<file path="src/hw/rtl/aesinv_pkg.sv">
//==============================================================================
// AES inverse cipher package
// Shared constants, the inverse S-box and the round helper functions.
//==============================================================================
`default_nettype none
package aesinv_pkg;

    localparam int KEY_WORDS  = 60;
    localparam int MAX_ROUNDS = KEY_WORDS / 4 - 1;
    localparam int KIDX_W     = $clog2(KEY_WORDS);
    localparam int RND_W      = 4;
    localparam int QDEPTH     = 2;

    typedef enum logic {
        CMD_LOAD    = 1'b0,
        CMD_DECRYPT = 1'b1
    } t_cmd;

    // Key loads and decrypts share the queue so they are carried out in order.
    typedef struct packed {
        t_cmd              cmd;
        logic [KIDX_W-1:0] kidx;
        logic [31:0]       kword;
        logic [127:0]      block;
        logic [3:0]        nr;
    } t_job;

    typedef enum logic [1:0] {
        ST_IDLE,
        ST_FIRST,
        ST_ROUND,
        ST_DONE
    } t_state;

    localparam logic [7:0] INV_SBOX [256] = '{
        8'h52,8'h09,8'h6a,8'hd5,8'h30,8'h36,8'ha5,8'h38,8'hbf,8'h40,8'ha3,8'h9e,8'h81,8'hf3,8'hd7,8'hfb,
        8'h7c,8'he3,8'h39,8'h82,8'h9b,8'h2f,8'hff,8'h87,8'h34,8'h8e,8'h43,8'h44,8'hc4,8'hde,8'he9,8'hcb,
        8'h54,8'h7b,8'h94,8'h32,8'ha6,8'hc2,8'h23,8'h3d,8'hee,8'h4c,8'h95,8'h0b,8'h42,8'hfa,8'hc3,8'h4e,
        8'h08,8'h2e,8'ha1,8'h66,8'h28,8'hd9,8'h24,8'hb2,8'h76,8'h5b,8'ha2,8'h49,8'h6d,8'h8b,8'hd1,8'h25,
        8'h72,8'hf8,8'hf6,8'h64,8'h86,8'h68,8'h98,8'h16,8'hd4,8'ha4,8'h5c,8'hcc,8'h5d,8'h65,8'hb6,8'h92,
        8'h6c,8'h70,8'h48,8'h50,8'hfd,8'hed,8'hb9,8'hda,8'h5e,8'h15,8'h46,8'h57,8'ha7,8'h8d,8'h9d,8'h84,
        8'h90,8'hd8,8'hab,8'h00,8'h8c,8'hbc,8'hd3,8'h0a,8'hf7,8'he4,8'h58,8'h05,8'hb8,8'hb3,8'h45,8'h06,
        8'hd0,8'h2c,8'h1e,8'h8f,8'hca,8'h3f,8'h0f,8'h02,8'hc1,8'haf,8'hbd,8'h03,8'h01,8'h13,8'h8a,8'h6b,
        8'h3a,8'h91,8'h11,8'h41,8'h4f,8'h67,8'hdc,8'hea,8'h97,8'hf2,8'hcf,8'hce,8'hf0,8'hb4,8'he6,8'h73,
        8'h96,8'hac,8'h74,8'h22,8'he7,8'had,8'h35,8'h85,8'he2,8'hf9,8'h37,8'he8,8'h1c,8'h75,8'hdf,8'h6e,
        8'h47,8'hf1,8'h1a,8'h71,8'h1d,8'h29,8'hc5,8'h89,8'h6f,8'hb7,8'h62,8'h0e,8'haa,8'h18,8'hbe,8'h1b,
        8'hfc,8'h56,8'h3e,8'h4b,8'hc6,8'hd2,8'h79,8'h20,8'h9a,8'hdb,8'hc0,8'hfe,8'h78,8'hcd,8'h5a,8'hf4,
        8'h1f,8'hdd,8'ha8,8'h33,8'h88,8'h07,8'hc7,8'h31,8'hb1,8'h12,8'h10,8'h59,8'h27,8'h80,8'hec,8'h5f,
        8'h60,8'h51,8'h7f,8'ha9,8'h19,8'hb5,8'h4a,8'h0d,8'h2d,8'he5,8'h7a,8'h9f,8'h93,8'hc9,8'h9c,8'hef,
        8'ha0,8'he0,8'h3b,8'h4d,8'hae,8'h2a,8'hf5,8'hb0,8'hc8,8'heb,8'hbb,8'h3c,8'h83,8'h53,8'h99,8'h61,
        8'h17,8'h2b,8'h04,8'h7e,8'hba,8'h77,8'hd6,8'h26,8'he1,8'h69,8'h14,8'h63,8'h55,8'h21,8'h0c,8'h7d
    };

    function automatic logic [7:0] xtime(input logic [7:0] a);
        return {a[6:0], 1'b0} ^ (a[7] ? 8'h1b : 8'h00);
    endfunction

    // Multiplication by the fixed inverse MixColumns coefficients.
    function automatic logic [7:0] mul9(input logic [7:0] a);
        logic [7:0] a2, a4, a8;
        a2 = xtime(a); a4 = xtime(a2); a8 = xtime(a4);
        return a8 ^ a;
    endfunction
    function automatic logic [7:0] mulb(input logic [7:0] a);
        logic [7:0] a2, a4, a8;
        a2 = xtime(a); a4 = xtime(a2); a8 = xtime(a4);
        return a8 ^ a2 ^ a;
    endfunction
    function automatic logic [7:0] muld(input logic [7:0] a);
        logic [7:0] a2, a4, a8;
        a2 = xtime(a); a4 = xtime(a2); a8 = xtime(a4);
        return a8 ^ a4 ^ a;
    endfunction
    function automatic logic [7:0] mule(input logic [7:0] a);
        logic [7:0] a2, a4, a8;
        a2 = xtime(a); a4 = xtime(a2); a8 = xtime(a4);
        return a8 ^ a4 ^ a2;
    endfunction

    // State byte n sits at bits [127-8n -: 8].
    function automatic logic [127:0] inv_shift_sub(input logic [127:0] s);
        logic [127:0] t;
        for (int c = 0; c < 4; c++) begin
            for (int r = 0; r < 4; r++) begin
                t[127 - 8 * (c * 4 + r) -: 8] =
                    INV_SBOX[s[127 - 8 * (((c - r + 4) % 4) * 4 + r) -: 8]];
            end
        end
        return t;
    endfunction

    function automatic logic [127:0] inv_mix(input logic [127:0] s);
        logic [127:0] t;
        logic [7:0]   b0, b1, b2, b3;
        for (int c = 0; c < 4; c++) begin
            b0 = s[127 - 32 * c -: 8];
            b1 = s[119 - 32 * c -: 8];
            b2 = s[111 - 32 * c -: 8];
            b3 = s[103 - 32 * c -: 8];
            t[127 - 32 * c -: 8] = mule(b0) ^ mulb(b1) ^ muld(b2) ^ mul9(b3);
            t[119 - 32 * c -: 8] = mul9(b0) ^ mule(b1) ^ mulb(b2) ^ muld(b3);
            t[111 - 32 * c -: 8] = muld(b0) ^ mul9(b1) ^ mule(b2) ^ mulb(b3);
            t[103 - 32 * c -: 8] = mulb(b0) ^ muld(b1) ^ mul9(b2) ^ mule(b3);
        end
        return t;
    endfunction

endpackage
`default_nettype wire

</file>
<file path="src/hw/rtl/aesinv_front.sv">
//==============================================================================
// AES inverse cipher front end
// Accepts items and queues key loads and decrypt jobs in arrival order.
//==============================================================================
`default_nettype none
module aesinv_front
    import aesinv_pkg::*;
(
    input  wire logic                 i_clk,
    input  wire logic                 i_rst_n,
    input  wire logic                 push,
    output logic                      full,
    input  wire logic                 i_cmd,
    input  wire logic [KIDX_W-1:0]    i_key_index,
    input  wire logic [31:0]          i_key_word,
    input  wire logic [63:0]          i_block_hi,
    input  wire logic [63:0]          i_block_lo,
    input  wire logic [RND_W-1:0]     i_num_rounds,
    output logic                      o_job_valid,
    output t_job                      o_job,
    input  wire logic                 i_job_take
);
    localparam int QP_W = $clog2(QDEPTH);

    t_job                r_q [QDEPTH];
    logic [QP_W-1:0]     r_wp, r_rp;
    logic [QP_W:0]       r_cnt;
    logic                acc;
    logic [RND_W-1:0]    nr_sat;

    assign full   = (r_cnt == (QP_W+1)'(QDEPTH)) ? 1'b1 : 1'b0;
    assign acc    = push && !full;
    assign nr_sat = (i_num_rounds > RND_W'(MAX_ROUNDS)) ? RND_W'(MAX_ROUNDS) : i_num_rounds;

    assign o_job_valid = (r_cnt != '0);
    assign o_job       = r_q[r_rp];

    always_ff @(posedge i_clk) begin
        if (acc) begin
            r_q[r_wp] <= '{cmd: t_cmd'(i_cmd), kidx: i_key_index, kword: i_key_word,
                           block: {i_block_hi, i_block_lo}, nr: nr_sat};
        end
        if (!i_rst_n) begin
            r_wp  <= '0;
            r_rp  <= '0;
            r_cnt <= '0;
        end else begin
            if (acc) r_wp <= r_wp + 1'b1;
            if (i_job_take && o_job_valid) r_rp <= r_rp + 1'b1;
            r_cnt <= r_cnt + (QP_W+1)'(acc) - (QP_W+1)'(i_job_take && o_job_valid);
        end
    end
endmodule
`default_nettype wire

</file>
<file path="config.mk">
export PLATFORM = sky130hd
export DESIGN_NAME = aesinv_front
export DESIGN_NICKNAME = d
export VERILOG_FILES = /design/src/hw/rtl/aesinv_pkg.sv /design/src/hw/rtl/aesinv_front.sv
export SDC_FILE = /design/constraint.sdc
export NUM_CORES = 1
export LEC_CHECK = 0
export ABC_CLOCK_PERIOD_IN_PS = 16100
export BUFFER_PORTS_ARGS = -buffer_cell sky130_fd_sc_hd__buf_4
export CAP_MARGIN = 30
export CORE_ASPECT_RATIO = 1.5
export CORE_MARGIN = 10
export CORE_UTILIZATION = 46
export CTS_CLUSTER_SIZE = 16
export DETAILED_ROUTE_END_ITERATION = 6
export PLACE_DENSITY = 0.82
export SYNTH_ARGS = -nofsm -noshare
export SYNTH_HDL_FRONTEND = slang
export SYNTH_SLANG_ARGS = --single-unit
</file>
<file path="constraint.sdc">
create_clock -name i_clk -period 16.1 [get_ports i_clk]
set_input_delay 0.805 -clock i_clk [delete_from_list [all_inputs] [get_ports i_clk]]
set_output_delay 0.805 -clock i_clk [all_outputs]
set_load 0.1 [all_outputs]
</file>
==> implementation parameters <==
Parameter                              Value

Synth
  Mapped Avg Cell Area    ~23 sq um
  Mapped cell area    between 10000 and 15000 sq um
  Synth top area share    between 70 and 80%
  Share of the synthesized area in compound gates (AO/OA/AOI/OAI)    less than 1%
  Number of unique standard cell types used by synthesis    21
  Most frequent cell after synthesis    sky130_fd_sc_hd__edfxtp_1
  Largest area contributor in the netlist    sky130_fd_sc_hd__edfxtp_1
  Largest family of logic cells by synthesized area    multiplexers
  Cells after Synth    around 560
  Mapped Nets    about 740
  Synthesized-area fraction occupied by xor and xnor cells    0.135%
  Portion of netlist area occupied by mux cells    approximately 18%
  Async set or reset register ratio after synthesis    0%
  Synth Area in Simple Gates    less than 1%
  Largest cells by area after synthesis    sky130_fd_sc_hd__edfxtp_1 (79%), sky130_fd_sc_hd__mux2_4 (10%), sky130_fd_sc_hd__mux2_2 (7.0%), sky130_fd_sc_hd__buf_6 (0.96%), sky130_fd_sc_hd__dfxtp_1 (0.77%)
  Count of warnings emitted by yosys    0
  Commonest cells in the netlist    sky130_fd_sc_hd__edfxtp_1 (342), sky130_fd_sc_hd__mux2_4 (90), sky130_fd_sc_hd__mux2_2 (81)
  Adder and majority cell fraction of the synthesized area    less than 1%
  Flops & latches, synth    between 300 and 400
  Portion of the post-synthesis area used by sequential elements    roughly four fifths
  Count of flip-flops with a built-in enable after synthesis    342
  Main flop type after synthesis    sky130_fd_sc_hd__edfxtp_1

Routing
  First-pass iteration count of the detailed router    6
  Average vias per placed instance    slightly above 5
  # DRC    0
  Mean routed wirelength per cell    22.6 um
  Final Routed Wirelength    29400 um
  Total via count after detailed routing    6531
  DRT antenna net count    0
  Violation count after the first detailed-routing iteration    ~340

Clocking
  Number of buffers between clock root and the deepest sink    3
  Post-CTS setup buffers    0
  Number of CTS-inserted buffers    31
  Later-pin clock latency in the skew report    ~0.55 ns
  H-tree levels    1
  Clock tree from TritonCTS    done
  Number of hold-repair buffers added at the cts stage    0
  Clock tree root buffer cell    sky130_fd_sc_hd__clkbuf_16
  Clock input transition at the sequential cells of the worst setup and hold paths    around 0.07 ns
  CTS sink count    roughly 350
  Count of instances resized after the clock tree is built    0

Timing
  Final hold violations    0
  Number of setup violations in the final report    0
  Unrepaired setup endpoints after global routing    no
  Worst slew margin    between 30% and 40%
  Setup WS post-layout    about 12 ns
  Shortest clock period the worst path allows after layout    between 4 and 5 ns
  Pins Over Slew Limit    0
  Worst Tran Pin Value    roughly 0.94 ns
  Hold_ws    roughly 0.43 ns
  Final worst-path cycle share    roughly a quarter
  Worst Skew    approximately 0.0076 ns
  Top achievable clock speed    0.237 GHz
  Setup_tns    0 ns

Global route
  Global routing usage on met2    between 20 and 30%
  Overall routing resource usage    15.7%
  Routing layer with the top usage in global route    met2
  Global-route wire length before repair    ~42000 um
  Vias in the first global route    7126
  Number of antenna violations at the first check in global routing    4
  Met3 routing resource usage after global routing    between 4 and 5%
  Met1 global-route usage    between 15 and 20%
  Maximum number of pins on one net before global-route repair    76
  Total congestion overflow    0

Worst hold path
  Worst Hold Path EP    r_q[1][66]
  Origin of the worst min-delay path    i_block_lo[62]
  Worst hold path stage count    1
  Class of the most critical hold timing path    in -> reg

Setup path
  Worst-case register-to-register setup slack    13.50 ns
  CP Data Required Time    between 15 and 20 ns
  Length in cells of the worst reg-to-reg path    4
  Crit path largest cell delay    0.72 ns
  Worst Setup Path Type    reg -> out
  Worst r2r src    r_cnt[0]
  Cell repeated most along the worst path    sky130_fd_sc_hd__buf_4
  Crit Reg-Reg Endpoint    r_q[0][167]
  Critical Path Start Type    register
  CP delay by family, top    buffers and inverters
  Crit path capture type    output pin
  Signal arrival time at the worst endpoint    between 3 and 4 ns
  Number of buffers and inverters on the critical path    3
  Worst Path Max Fanout    55
  Critical path depth    4
  Ordered list of cells on the worst path    buf_4 -> buf_4 -> mux2_2 -> buf_4
  Cell with the largest stage delay on the worst path    sky130_fd_sc_hd__buf_4

Finish
  Fraction of layout cells with a size suffix above 1    60.2%
  Cell Count, Final, Fillers Out    1299
  Area Growth Syn to Fin    31.0%
  Net count reported at finish    1108
  Fillers    slightly below 2000
  Storage element area    10400 sq um
  Area taken by multi-input logic gates    about 2400 sq um

Outcome
  Result of the run    complete, no violations

Floorplan
  Core area    around 28000 sq um
  Die Width    about 160 um
  Placement Rows    75
  Effective utilization at floorplan    46.5%
  Die Height    around 230 um
  Number of ports placed on the die boundary    about 350
  DIE AREA    about 35000 sq um

Flow run
  Max-capacitance violation count    0

Place
  RePlAce Congestion    around 0.79
  Post-detail-place hpwl    between 20000 and 25000 um
  Worst slack after detailed placement    roughly 12 ns
  Number of input and output port buffers inserted    about 350
  Count of placed standard cells including taps    about 1200
## through the flow
step                util, %  area [sq um]
floorplan                 -         13000
global placement       57.0         15900
detailed placement     57.1         15900
CTS                    60.8         16900
global route           60.9         17000
finish                 60.9         17000
## registers in the layout (all words and copies together) (netlist names), named ones only
register	count
r_q	342
r_cnt	2
r_wp	1
r_rp	1
## routing by layer
metal / vias up / part of all wire, %
li1: 2960 / -
met1: 3253 / 34
met2: 261 / 55
met3: 53 / 8.0
met4: 4 / 2.7
met5: - / 0.092
## cells in the final DEF, fill, tap and decap left out, types with 2 or more instances in the layout
cell	synthesis	routed
sky130_fd_sc_hd__clkinv_2	0	3
sky130_fd_sc_hd__buf_16	0	2
sky130_fd_sc_hd__nand2_1	2	2
sky130_fd_sc_hd__diode_2	0	3
sky130_fd_sc_hd__buf_4	0	354
sky130_fd_sc_hd__and2_1	2	2
sky130_fd_sc_hd__clkbuf_1	3	2
sky130_fd_sc_hd__clkinv_1	0	9
sky130_fd_sc_hd__inv_1	4	4
sky130_fd_sc_hd__bufinv_16	0	6
sky130_fd_sc_hd__ha_1	2	2
sky130_fd_sc_hd__nor2_1	4	3
sky130_fd_sc_hd__clkbuf_16	0	31
sky130_fd_sc_hd__mux2_4	90	90
sky130_fd_sc_hd__nand2b_1	2	2
sky130_fd_sc_hd__edfxtp_1	342	342
sky130_fd_sc_hd__mux2_2	81	81
sky130_fd_sc_hd__dfxtp_1	5	4
## logic make-up after synthesis
group	after synthesis
buffers and inverters	26
DFF	347
xor gates and xnor gates	2
muxes	172
and+or+nand+nor	13
AOI/OAI and AO/OA	2
adders and majority gates	2
## worst max path at each step
| stage | start | slack (ns) | to |
|---|---|---|---|
| floorplan | push | 7.40 | r_q[0][0] |
| global placement | register | 12.51 | o_job[153] |
| detailed placement | register | 12.42 | o_job[50] |
| CTS | register | 11.85 | o_job[50] |
| global route | register | 11.74 | o_job[165] |
| finish | register | 11.88 | o_job[46] |
## final cells by class
cell class / count / share of cell area (%)
Antenna cell: 3 / 0.0442
Clock buffer: 33 / 4.62
Clock inverter: 19 / 1.40
Inverter: 4 / 0.0885
Multi-Input combinational cell: 191 / 14.2
Sequential cell: 347 / 61.1
Tap cell: 346 / 2.55
Timing Repair Buffer: 356 / 16.0
Power is left out: the tool's default activity adds up to more than one toggle a clock period on the data nets, which glitch-free logic cannot reach.
